File: src/hw/rtl/range_median_adaptive_ema_filter_defines.svh
// assertion macros for the range filter
`ifndef RANGE_MEDIAN_ADAPTIVE_EMA_FILTER_DEFINES_SVH
`define RANGE_MEDIAN_ADAPTIVE_EMA_FILTER_DEFINES_SVH

// same-cycle implication, sampled on clock, off during reset
`define RMAF_ASSERT_IMP(lbl, ant, con) \
   lbl: assert property (@(posedge clock) disable iff (reset) (ant) |-> (con)) \
      else $error("rmaf check failed");

// next-cycle implication
`define RMAF_ASSERT_NXT(lbl, ant, con) \
   lbl: assert property (@(posedge clock) disable iff (reset) (ant) |=> (con)) \
      else $error("rmaf check failed");

`endif

File: src/hw/rtl/rmaf_pkg.sv
package rmaf_pkg;

   localparam int RING_DEPTH      = 5;
   localparam int WARMUP_READINGS = 8;

   localparam int RING_IDX_W = (RING_DEPTH > 1) ? $clog2(RING_DEPTH) : 1;
   localparam int RING_CNT_W = $clog2(RING_DEPTH + 1);
   localparam int WARM_W     = $clog2(WARMUP_READINGS + 1);

   localparam int RAW_W     = 16;
   localparam int TIME_W    = 32;
   localparam int RANGE_W   = 13;
   localparam int MIN_W     = 10;
   localparam int RUN_W     = 16;
   localparam int TMO_W     = 16;
   localparam int Q8_W      = 21;
   localparam int DIFF_W    = 23;
   localparam int SUM_W     = 24;
   localparam int COEF_W    = 16;
   localparam int PROD_W    = DIFF_W + COEF_W + 1;
   localparam int STEADY_W  = 8;
   localparam int NUM_W     = Q8_W + WARM_W + 1;
   localparam int DIV_CNT_W = $clog2(NUM_W + 1);

   localparam int CSR_ADDR_W = 3;
   localparam int CSR_DATA_W = 16;
   localparam logic [CSR_ADDR_W-1:0] CSR_SPEED_MODE  = 3'd0;
   localparam logic [CSR_ADDR_W-1:0] CSR_MAX_RANGE   = 3'd1;
   localparam logic [CSR_ADDR_W-1:0] CSR_MIN_RANGE   = 3'd2;
   localparam logic [CSR_ADDR_W-1:0] CSR_STUCK_LIMIT = 3'd3;
   localparam logic [CSR_ADDR_W-1:0] CSR_STUCK_TMO   = 3'd4;

   localparam logic [1:0] SPEED_CONSERVATIVE = 2'd1;
   localparam logic [1:0] SPEED_FAST         = 2'd3;

   localparam logic [1:0]         RST_SPEED_MODE  = SPEED_FAST;
   localparam logic [RANGE_W-1:0] RST_MAX_RANGE   = 13'd3500;
   localparam logic [MIN_W-1:0]   RST_MIN_RANGE   = 10'd30;
   localparam logic [RUN_W-1:0]   RST_STUCK_LIMIT = 16'd50;
   localparam logic [TMO_W-1:0]   RST_STUCK_TMO   = 16'd5000;
   localparam logic [Q8_W-1:0]    RST_FILTER_Q8   = 21'd896000;

   localparam int STUCK_MARGIN   = 50;
   localparam int JUMP_DROP_Q8   = 6400;
   localparam int JUMP_NEAR_MM   = 1500;
   localparam int RISE_Q8        = 8960;
   localparam int RISE_CEIL_Q8   = 204800;
   localparam int CHG_EMA_Q8     = 17920;
   localparam int CHG_HI_Q8      = 5120;
   localparam int CHG_LO_Q8      = 768;
   localparam int CHG_STEADY_Q8  = 3840;
   localparam int STEADY_MAX     = 255;

   localparam logic [COEF_W-1:0] RISE_CONS  = 16'd58982;
   localparam logic [COEF_W-1:0] RISE_BAL   = 16'd62259;
   localparam logic [COEF_W-1:0] EMA_MID    = 16'd14418;
   localparam logic [COEF_W-1:0] EMA_HI     = 16'd22938;
   localparam logic [COEF_W-1:0] EMA_LO     = 16'd4588;
   localparam logic [COEF_W-1:0] REC_FAST   = 16'd27525;
   localparam logic [COEF_W-1:0] REC_CONS   = 16'd16056;
   localparam logic [COEF_W-1:0] REC_BAL    = 16'd20644;
   localparam logic [COEF_W-1:0] SLOW_CONS  = 16'd5243;
   localparam logic [COEF_W-1:0] SLOW_FAST  = 16'd11796;
   localparam logic [COEF_W-1:0] SLOW_BAL   = 16'd7864;

   localparam logic [TIME_W-1:0]   REC_TMO_CONS  = 32'd3500;
   localparam logic [TIME_W-1:0]   REC_TMO_FAST  = 32'd2000;
   localparam logic [TIME_W-1:0]   REC_TMO_BAL   = 32'd2500;
   localparam logic [STEADY_W-1:0] REC_NEED_CONS = 8'd6;
   localparam logic [STEADY_W-1:0] REC_NEED_FAST = 8'd3;
   localparam logic [STEADY_W-1:0] REC_NEED_BAL  = 8'd4;

   typedef enum logic [2:0] {
      ST_IDLE,
      ST_CHECK,
      ST_MEDIAN,
      ST_DECIDE,
      ST_DIVIDE,
      ST_MULT,
      ST_BLEND,
      ST_RESP
   } state_type;

   typedef struct packed {
      logic [RAW_W-1:0]  raw_mm;
      logic [TIME_W-1:0] now_ms;
   } req_type;

   typedef struct packed {
      logic [Q8_W-1:0]    filtered_q8;
      logic [RANGE_W-1:0] median_mm;
      logic               stuck_warning;
      logic               sensor_reset;
      logic               warming_up;
   } rsp_type;

endpackage

File: src/hw/rtl/range_median_adaptive_ema_filter.sv
// path from req accept to rsp_valid: a stuck reset goes from the check straight to
// the response; after warm-up a median scan of 1 to 5 steps, one multiply and one
// blend (an obstacle jump skips both); in warm-up a 26-step restoring divider forms
// the average unless the median is out of range. One item at a time, taken in idle.
// synchronous active-high reset loads the register defaults and empties the
// ring, filter state back to max range, no clearing pass
module range_median_adaptive_ema_filter (
   input  logic                              clock,
   input  logic                              reset,
   input  logic                              req_valid,
   output logic                              req_ready,
   input  rmaf_pkg::req_type                 req_data,
   output logic                              rsp_valid,
   input  logic                              rsp_ready,
   output rmaf_pkg::rsp_type                 rsp_data,
   input  logic                              csr_we,
   input  logic [rmaf_pkg::CSR_ADDR_W-1:0]   csr_addr,
   input  logic [rmaf_pkg::CSR_DATA_W-1:0]   csr_wdata
);
   import rmaf_pkg::*;

`include "range_median_adaptive_ema_filter_defines.svh"

   state_type state_ff, state_in;

   logic [1:0]         mode_ff;
   logic [RANGE_W-1:0] max_ff;
   logic [MIN_W-1:0]   min_ff;
   logic [RUN_W-1:0]   lim_ff;
   logic [TMO_W-1:0]   tmo_ff;

   logic [RANGE_W-1:0]    ring_ff [RING_DEPTH];
   logic [RING_IDX_W-1:0] wpos_ff;
   logic [RING_CNT_W-1:0] vcnt_ff;
   logic [Q8_W-1:0]       filt_ff, stab_ff;
   logic [WARM_W-1:0]     warm_ff;
   logic                  recov_ff;
   logic [STEADY_W-1:0]   steady_ff;
   logic [TIME_W-1:0]     lct_ff, lvt_ff;
   logic [RUN_W-1:0]      nmr_ff;

   logic [RAW_W-1:0]      raw_ff;
   logic [TIME_W-1:0]     now_ff;
   logic [RANGE_W-1:0]    med_ff;
   logic                  warn_ff, srst_ff;
   logic [RING_IDX_W-1:0] cand_ff;
   logic [NUM_W-1:0]      num_ff;
   logic [WARM_W-1:0]     rem_ff, den_ff;
   logic [DIV_CNT_W-1:0]  cnt_ff;
   logic signed [DIFF_W-1:0] diff_ff;
   logic [COEF_W-1:0]        coef_ff;
   logic [Q8_W-1:0]          base_ff;
   logic signed [PROD_W-1:0] prod_ff;

   // stuck check
   logic [RANGE_W-1:0] ref_mm, raw_clamp;
   logic [RUN_W-1:0]   nmr_inc;
   logic               near, over, expired, stuck_rst;

   always_comb begin
      ref_mm    = (max_ff >= RANGE_W'(STUCK_MARGIN)) ? max_ff - RANGE_W'(STUCK_MARGIN) : '0;
      near      = raw_ff >= {3'b0, ref_mm};
      nmr_inc   = (nmr_ff == '1) ? nmr_ff : nmr_ff + 1'b1;
      over      = nmr_inc > lim_ff;
      expired   = (now_ff - lvt_ff) > {16'b0, tmo_ff};
      stuck_rst = near && over && expired;
      raw_clamp = (raw_ff > {3'b0, max_ff}) ? max_ff : raw_ff[RANGE_W-1:0];
   end

   // median scan, one candidate per cycle
   logic [RANGE_W-1:0]    cand_val;
   logic [RING_CNT_W-1:0] less_cnt, eq_cnt, mid_rank;
   logic                  med_hit;

   always_comb begin
      cand_val = ring_ff[cand_ff];
      less_cnt = '0;
      eq_cnt   = '0;
      for (int j = 0; j < RING_DEPTH; j++) begin
         if (RING_CNT_W'(j) < vcnt_ff) begin
            if (ring_ff[j] < cand_val) less_cnt = less_cnt + 1'b1;
            if (ring_ff[j] == cand_val) eq_cnt = eq_cnt + 1'b1;
         end
      end
      mid_rank = vcnt_ff >> 1;
      med_hit  = (less_cnt <= mid_rank) && (mid_rank < less_cnt + eq_cnt);
   end

   // adaptive decision
   logic [Q8_W-1:0]          m_q8, chg;
   logic                     warm_act, in_range, obstacle, rise, ema;
   logic [COEF_W-1:0]        coef_in;
   logic signed [DIFF_W-1:0] diff_in;
   logic [Q8_W-1:0]          base_in;
   logic [STEADY_W-1:0]      steady_inc;
   logic [NUM_W-1:0]         num_init;

   always_comb begin
      m_q8     = {med_ff, 8'b0};
      warm_act = warm_ff < WARM_W'(WARMUP_READINGS);
      in_range = (med_ff >= {3'b0, min_ff}) && (med_ff <= max_ff);
      obstacle = ({2'b0, m_q8} + DIFF_W'(JUMP_DROP_Q8) < {2'b0, stab_ff})
                 && (med_ff < RANGE_W'(JUMP_NEAR_MM));
      rise     = ({2'b0, m_q8} > {2'b0, stab_ff} + DIFF_W'(RISE_Q8))
                 && (stab_ff < Q8_W'(RISE_CEIL_Q8));
      chg      = (m_q8 > stab_ff) ? m_q8 - stab_ff : stab_ff - m_q8;
      ema      = chg <= Q8_W'(CHG_EMA_Q8);
      steady_inc = (steady_ff == STEADY_W'(STEADY_MAX)) ? steady_ff : steady_ff + 1'b1;
      num_init = NUM_W'(filt_ff) * NUM_W'(warm_ff) + NUM_W'(m_q8)
                 + NUM_W'((warm_ff + 1'b1) >> 1);
      base_in  = stab_ff;
      diff_in  = $signed({2'b0, m_q8}) - $signed({2'b0, stab_ff});
      coef_in  = EMA_MID;
      priority if (rise) begin
         if (mode_ff == SPEED_FAST) begin
            base_in = m_q8;
            diff_in = '0;
         end
         coef_in = (mode_ff == SPEED_CONSERVATIVE) ? RISE_CONS : RISE_BAL;
      end else if (ema) begin
         base_in = filt_ff;
         diff_in = $signed({2'b0, m_q8}) - $signed({2'b0, filt_ff});
         priority if (chg > Q8_W'(CHG_HI_Q8)) coef_in = EMA_HI;
         else if (chg < Q8_W'(CHG_LO_Q8)) coef_in = EMA_LO;
         else coef_in = EMA_MID;
         if (recov_ff && (m_q8 > filt_ff)) begin
            priority if (mode_ff == SPEED_FAST) coef_in = REC_FAST;
            else if (mode_ff == SPEED_CONSERVATIVE) coef_in = REC_CONS;
            else coef_in = REC_BAL;
         end
      end else begin
         priority if (mode_ff == SPEED_CONSERVATIVE) coef_in = SLOW_CONS;
         else if (mode_ff == SPEED_FAST) coef_in = SLOW_FAST;
         else coef_in = SLOW_BAL;
      end
   end

   // divider step
   logic [WARM_W:0]    rem_sh;
   logic               qbit;
   logic [WARM_W-1:0]  rem_nx;
   logic [NUM_W-1:0]   num_nx;

   always_comb begin
      rem_sh = {rem_ff, num_ff[NUM_W-1]};
      qbit   = rem_sh >= {1'b0, den_ff};
      rem_nx = qbit ? WARM_W'(rem_sh - {1'b0, den_ff}) : rem_sh[WARM_W-1:0];
      num_nx = {num_ff[NUM_W-2:0], qbit};
   end

   // blend, recovery exit and clamp
   logic signed [PROD_W-1:0] rnd;
   logic signed [SUM_W-1:0]  fsum, maxq, minq, fclamp;
   logic [TIME_W-1:0]        rec_tmo;
   logic [STEADY_W-1:0]      rec_need;
   logic                     rec_exit;

   always_comb begin
      rnd  = (prod_ff + PROD_W'(32768)) >>> 16;
      fsum = $signed({3'b0, base_ff}) + $signed(rnd[SUM_W-1:0]);
      maxq = $signed({3'b0, max_ff, 8'b0});
      minq = $signed({6'b0, min_ff, 8'b0});
      fclamp = fsum;
      if (fclamp > maxq) fclamp = maxq;
      if (fclamp < minq) fclamp = minq;
      priority if (mode_ff == SPEED_CONSERVATIVE) begin
         rec_tmo  = REC_TMO_CONS;
         rec_need = REC_NEED_CONS;
      end else if (mode_ff == SPEED_FAST) begin
         rec_tmo  = REC_TMO_FAST;
         rec_need = REC_NEED_FAST;
      end else begin
         rec_tmo  = REC_TMO_BAL;
         rec_need = REC_NEED_BAL;
      end
      rec_exit = recov_ff && (((now_ff - lct_ff) > rec_tmo) || (steady_ff > rec_need));
   end

   // next state
   always_comb begin
      state_in = state_ff;
      unique case (state_ff)
         ST_IDLE:   if (req_valid) state_in = ST_CHECK;
         ST_CHECK:  state_in = stuck_rst ? ST_RESP : ST_MEDIAN;
         ST_MEDIAN: if (med_hit) state_in = ST_DECIDE;
         ST_DECIDE: begin
            priority if (warm_act) state_in = in_range ? ST_DIVIDE : ST_RESP;
            else if (obstacle) state_in = ST_RESP;
            else state_in = ST_MULT;
         end
         ST_DIVIDE: if (cnt_ff == DIV_CNT_W'(1)) state_in = ST_RESP;
         ST_MULT:   state_in = ST_BLEND;
         ST_BLEND:  state_in = ST_RESP;
         ST_RESP:   if (rsp_ready) state_in = ST_IDLE;
         default:   state_in = ST_IDLE;
      endcase
   end

   // handshake outputs
   always_comb begin
      req_ready = 1'b0;
      rsp_valid = 1'b0;
      unique case (state_ff)
         ST_IDLE: req_ready = 1'b1;
         ST_RESP: rsp_valid = 1'b1;
         default: ;
      endcase
   end

   always_comb begin
      rsp_data.filtered_q8   = filt_ff;
      rsp_data.median_mm     = med_ff;
      rsp_data.stuck_warning = warn_ff;
      rsp_data.sensor_reset  = srst_ff;
      rsp_data.warming_up    = warm_ff < WARM_W'(WARMUP_READINGS);
   end

   always_ff @(posedge clock) begin
      if (reset) state_ff <= ST_IDLE;
      else state_ff <= state_in;
   end

   always_ff @(posedge clock) begin
      if (reset) begin
         mode_ff <= RST_SPEED_MODE;
         max_ff  <= RST_MAX_RANGE;
         min_ff  <= RST_MIN_RANGE;
         lim_ff  <= RST_STUCK_LIMIT;
         tmo_ff  <= RST_STUCK_TMO;
      end else if (csr_we) begin
         case (csr_addr)
            CSR_SPEED_MODE:  mode_ff <= csr_wdata[1:0];
            CSR_MAX_RANGE:   max_ff  <= csr_wdata[RANGE_W-1:0];
            CSR_MIN_RANGE:   min_ff  <= csr_wdata[MIN_W-1:0];
            CSR_STUCK_LIMIT: lim_ff  <= csr_wdata[RUN_W-1:0];
            CSR_STUCK_TMO:   tmo_ff  <= csr_wdata[TMO_W-1:0];
            default: ;
         endcase
      end
   end

   // filter state
   always_ff @(posedge clock) begin
      if (reset) begin
         for (int i = 0; i < RING_DEPTH; i++) ring_ff[i] <= RST_MAX_RANGE;
         wpos_ff   <= '0;
         vcnt_ff   <= '0;
         filt_ff   <= RST_FILTER_Q8;
         stab_ff   <= RST_FILTER_Q8;
         warm_ff   <= '0;
         recov_ff  <= 1'b0;
         steady_ff <= '0;
         lct_ff    <= '0;
         nmr_ff    <= '0;
         lvt_ff    <= '0;
      end else begin
         unique case (state_ff)
            ST_CHECK: begin
               if (stuck_rst) begin
                  for (int i = 0; i < RING_DEPTH; i++) ring_ff[i] <= max_ff;
                  wpos_ff <= '0;
                  vcnt_ff <= '0;
                  filt_ff <= {max_ff, 8'b0};
                  nmr_ff  <= '0;
                  lvt_ff  <= now_ff;
               end else begin
                  if (near) nmr_ff <= nmr_inc;
                  else begin
                     nmr_ff <= '0;
                     lvt_ff <= now_ff;
                  end
                  ring_ff[wpos_ff] <= raw_clamp;
                  wpos_ff <= (wpos_ff == RING_IDX_W'(RING_DEPTH - 1)) ? '0 : wpos_ff + 1'b1;
                  if (vcnt_ff < RING_CNT_W'(RING_DEPTH)) vcnt_ff <= vcnt_ff + 1'b1;
               end
            end
            ST_DECIDE: begin
               if (!warm_act) begin
                  priority if (obstacle) begin
                     recov_ff  <= 1'b0;
                     steady_ff <= '0;
                     filt_ff   <= m_q8;
                     stab_ff   <= m_q8;
                  end else if (rise) begin
                     recov_ff  <= 1'b1;
                     lct_ff    <= now_ff;
                     steady_ff <= '0;
                  end else if (ema) begin
                     steady_ff <= (chg < Q8_W'(CHG_STEADY_Q8)) ? steady_inc : '0;
                  end else begin
                     steady_ff <= '0;
                  end
               end
            end
            ST_DIVIDE: begin
               if (cnt_ff == DIV_CNT_W'(1)) begin
                  filt_ff <= num_nx[Q8_W-1:0];
                  stab_ff <= num_nx[Q8_W-1:0];
                  warm_ff <= warm_ff + 1'b1;
               end
            end
            ST_BLEND: begin
               if (rec_exit) recov_ff <= 1'b0;
               filt_ff <= fclamp[Q8_W-1:0];
               stab_ff <= fclamp[Q8_W-1:0];
            end
            default: ;
         endcase
      end
   end

   // per-item working registers
   always_ff @(posedge clock) begin
      unique case (state_ff)
         ST_IDLE: begin
            raw_ff <= req_data.raw_mm;
            now_ff <= req_data.now_ms;
         end
         ST_CHECK: begin
            warn_ff <= near && over;
            srst_ff <= stuck_rst;
            cand_ff <= '0;
            if (stuck_rst) med_ff <= '0;
         end
         ST_MEDIAN: begin
            if (med_hit) med_ff <= cand_val;
            cand_ff <= cand_ff + 1'b1;
         end
         ST_DECIDE: begin
            num_ff  <= num_init;
            rem_ff  <= '0;
            den_ff  <= warm_ff + 1'b1;
            cnt_ff  <= DIV_CNT_W'(NUM_W);
            diff_ff <= diff_in;
            coef_ff <= coef_in;
            base_ff <= base_in;
         end
         ST_DIVIDE: begin
            num_ff <= num_nx;
            rem_ff <= rem_nx;
            cnt_ff <= cnt_ff - 1'b1;
         end
         ST_MULT: prod_ff <= PROD_W'(diff_ff) * $signed({1'b0, coef_ff});
         default: ;
      endcase
   end

   `RMAF_ASSERT_IMP(a_one_side, rsp_valid, !req_ready)
   `RMAF_ASSERT_IMP(a_vcnt_bound, 1'b1, vcnt_ff <= RING_CNT_W'(RING_DEPTH))
   `RMAF_ASSERT_NXT(a_accept_check, req_valid && req_ready, state_ff == ST_CHECK)
   `RMAF_ASSERT_IMP(a_reset_item, rsp_valid && srst_ff, warn_ff && (med_ff == '0))

endmodule

File: config.mk
export PLATFORM = sky130hd
export DESIGN_NAME = range_median_adaptive_ema_filter
export DESIGN_NICKNAME = d
export VERILOG_FILES = /design/src/hw/rtl/rmaf_pkg.sv /design/src/hw/rtl/range_median_adaptive_ema_filter.sv
export VERILOG_INCLUDE_DIRS = /design/src /design/src/hw/rtl
export SDC_FILE = /design/constraint.sdc
export NUM_CORES = 2
export LEC_CHECK = 0
export BUFFER_PORTS_ARGS = -buffer_cell sky130_fd_sc_hd__buf_4
export CAP_MARGIN = 20
export CORE_MARGIN = 2
export CORE_UTILIZATION = 59
export DETAILED_ROUTE_END_ITERATION = 8
export PLACE_DENSITY = 0.79
export SYNTH_ARGS = -nofsm -noshare
export SYNTH_HDL_FRONTEND = slang
export SYNTH_SLANG_ARGS = --single-unit
File: constraint.sdc
create_clock -name clock -period 7.85 [get_ports clock]
set_input_delay 1.9625 -clock clock [delete_from_list [all_inputs] [get_ports clock]]
set_output_delay 1.9625 -clock clock [all_outputs]
set_load 0.02 [all_outputs]
==> reports/metrics.yaml <==
routed_wl_um: 146300
grt_max_degree: 74
register_area_sq_um: 12850
cts_tree: "built"
hpwl_um: 112600
slew_violations: 0
syn_nets: 6413
cts.clk_slew.worst_paths_ns: 0.06
netlist_instances: 5435
synth_cell_types: 102
r2r_cells: 37
synth_fa_ha_area_frac: 0.2912
routed_via_density: 6.272
end_kind: "flip-flop"
cts.path.max_buffers: 3
synth_xor_area_frac: 0.03873
final_common_cell: "inv_1"
grt.total_usage: 0.3385
crit_top_cell: "buf_4"
cts.sinks: 496
grt.overflow.total: 0
worst-path-stages: 37
synth.yosys.seq_area_share: 0.2595
cp.buffers_inverters: 5
maxCapViolCount: 0
hold_violations: 0
drtIter0Drc: 4332
run_status: "finished, final reports clean"
clock-root-buffer: "clkbuf_16"
synthSimpleGateAreaFrac: 0.1589
ys_async_sr_fraction: 0
synth_top_family_by_area: "adder cells"
n_fill_cell: 6750
cp_slowest_cell: "or4_4"
antenna_left: 0
instances_no_fill: 6654
yosys_warnings: 0
die_h_um: 293.7
synth_edf_count: 292
cp_data_required_time_ns: 8.29
fmaxAchievable_ghz: 0.1305
grt_pass1_wl_um: 229000
drive_gt1_frac: 0.08918
firstDrtPassIters: 9
fin_crit_sh: 0.9759
place_ws_ns: -0.1000
powerDensity_nw_per_um2: 448.5
start_kind: "flip-flop"
min_path_type: "reg2reg"
gp_congestion: 1.009
min_path_cells: 2
first_global_vias: 40980
synth_compound_area_frac: 0.1512
start_util: 0.5937
placed_cell_area_sq_um: 51710
dieArea_sq_um: 86270
port_buffers: 110
vias: 41730
critPathMaxFanout: 5
drc: 0
antenna_found_initial: 4
num_io_pins: 111
wire_per_inst_um: 21.98
ir_worst_vdd_mv: 0.9693
avgSynthCellArea_sq_um: 9.112
final_cell_mix: "702 x inv_1, 634 x nand2_1, 491 x ha_1"
fin_area_sq_um: 54120
leakagePower_uw: 0.02327
muxShareOfSynthArea: 0.02878
ys_seq_elements: 496
critical_path_class: "reg2reg"
placed_cells_incl_taps: 6518
worst_slack_ns: 0.1895
worst_pin_slew_ns: 1.107
area_growth_pct: 9.272
core-area_sq_um: 83420
max_stage_delay_ns: 0.43
multi_input_area_sq_um: 33470
worstPathArrival_ns: 8.10
rows: 106
nNetsFinal: 6506
ctsHtreeMaxLevel: 2
rsz0062_at_grt: "true"
setup_viol: 0
critPathTopFamily: "compound AO/OA/AOI/OAI gates"
synth-main-ff-cell: "edfxtp_1"
clock_latency_ns: 0.65
numCtsBuffers: 53
syn-cell-area_sq_um: 49520
die_w_um: 293.7
finalClockSkew_ns: 0.05464
slew_headroom: 0.2590
period_minus_slack_ns: 7.661
-- synthesized netlist by cell type, drive strengths merged (28+ instances only) --
library cell / instances / area (sq um)
inv: 703 / 2639
o21a: 74 / 555.5
nand3: 134 / 670.6
nand2: 639 / 2404
a21oi: 388 / 1946
mux2i: 59 / 603.1
a211oi: 41 / 317.8
fa: 411 / 8228
o21ai: 243 / 1220
dfxtp: 204 / 4084
a21o: 88 / 660.6
or3: 28 / 175.2
ha: 495 / 6193
xor2: 69 / 604.3
o31ai: 33 / 266.5
nor2b: 54 / 337.8
xnor2: 150 / 1314
nor3: 97 / 553.0
and3: 41 / 256.5
and2: 179 / 1120
nand4: 64 / 415.4
nand2b: 40 / 250.2
nor4: 38 / 295.3
nor2: 239 / 897.1
o211ai: 44 / 335.3
clkbuf: 179 / 671.9
buf: 40 / 226.5
edfxtp: 292 / 8768
-- power breakdown --
| group | internal [uW] | switching [uW] |
|---|---|---|
| Combinational | 7260 | 10100 |
| Sequential | 3860 | 430 |
| Clock | 1460 | 1150 |
-- logic make-up (layout without fill, tap and decap cells) --
kind of cell	after synthesis	count (layout)
mux	106	106
xor+xnor	219	219
fa+ha+maj	906	906
other cells	0	1
buf+inv	925	1063
flops	496	496
compound gates	1165	1165
simple gates	1618	1618
-- stage by stage --
| step | utilization | hold slack (ns) | power (uW) | setup TNS (ns) |
|---|---|---|---|---|
| after floorplan | - | 0.4351 | 16710 | 0 |
| after global placement | 0.6199 | 0.4417 | 20740 | 0 |
| after detailed placement | 0.6199 | 0.4465 | 21070 | -0.7119 |
| after CTS | 0.6427 | 0.4546 | 23950 | 0 |
| after global routing | 0.6487 | 0.4726 | 26560 | -3.574 |
| final | 0.6487 | 0.4530 | 24270 | 0 |
-- state kept, by name, indices dropped and copies added (netlist names), 10 cells and up, named ones only --
| signal | cells |
|---|---|
| max_ff | 13 |
| tmo_ff | 16 |
| num_ff | 26 |
| stab_ff | 21 |
| base_ff | 20 |
| coef_ff | 16 |
| prod_ff | 25 |
| filt_ff | 21 |
| min_ff | 10 |
| now_ff | 32 |
| lim_ff | 16 |
| raw_ff | 16 |
| ring_ff | 104 |
| diff_ff | 22 |
| nmr_ff | 16 |
| lvt_ff | 32 |
| med_ff | 13 |
| lct_ff | 32 |
-- layer usage --
layer / track usage / wire length, um
met4: 0.1653 / 8517
met2: 0.5441 / 66860
met1: 0.4422 / 57070
met3: 0.06171 / 13820
met5: 0 / 27
-- worst reg2reg max path, delay by kind of cell, from the launching register on --
| family | cells | cell delay (ns) |
|---|---|---|
| compound gates | 13 | 2.51 |
| xor+xnor | 2 | 0.25 |
| fa+ha+maj | 3 | 0.82 |
| buf+inv | 5 | 0.83 |
| flops | 1 | 0.42 |
| mux | 1 | 0.32 |
| simple gates | 13 | 2.34 |
-- layout make-up --
cell class                      count  area share
Inverter                          706     0.04897
Sequential cell                   496      0.2375
Tap cell                         1080     0.02497
Timing Repair Buffer              257     0.03651
Antenna cell                        1  0.00004624
Clock inverter                     35    0.006219
Clock buffer                       65     0.02726
Multi-Input combinational cell   4014      0.6185
-- final timing paths --
check	end	slack [ns]	startpoint
min reg2reg	lct_ff[21]$_SDFFE_PP0P_	0.45	lct_ff[21]$_SDFFE_PP0P_
max reg2reg	stab_ff[13]$_SDFFE_PP1P_	0.19	prod_ff[23]$_DFFE_PP_
max	stab_ff[13]$_SDFFE_PP1P_	0.19	prod_ff[23]$_DFFE_PP_
min	lct_ff[21]$_SDFFE_PP0P_	0.45	lct_ff[21]$_SDFFE_PP0P_
-- repair_timing --
action                                  in CTS  in global routing
pin swaps                                    4                 29
gates cloned                                 0                  1
hold buffers                                 0                  0
buffers inserted                            10                 21
endpoints found under the setup margin      26                 60
gates resized for setup                      2                 64
(Power assumes the default switching activity.)
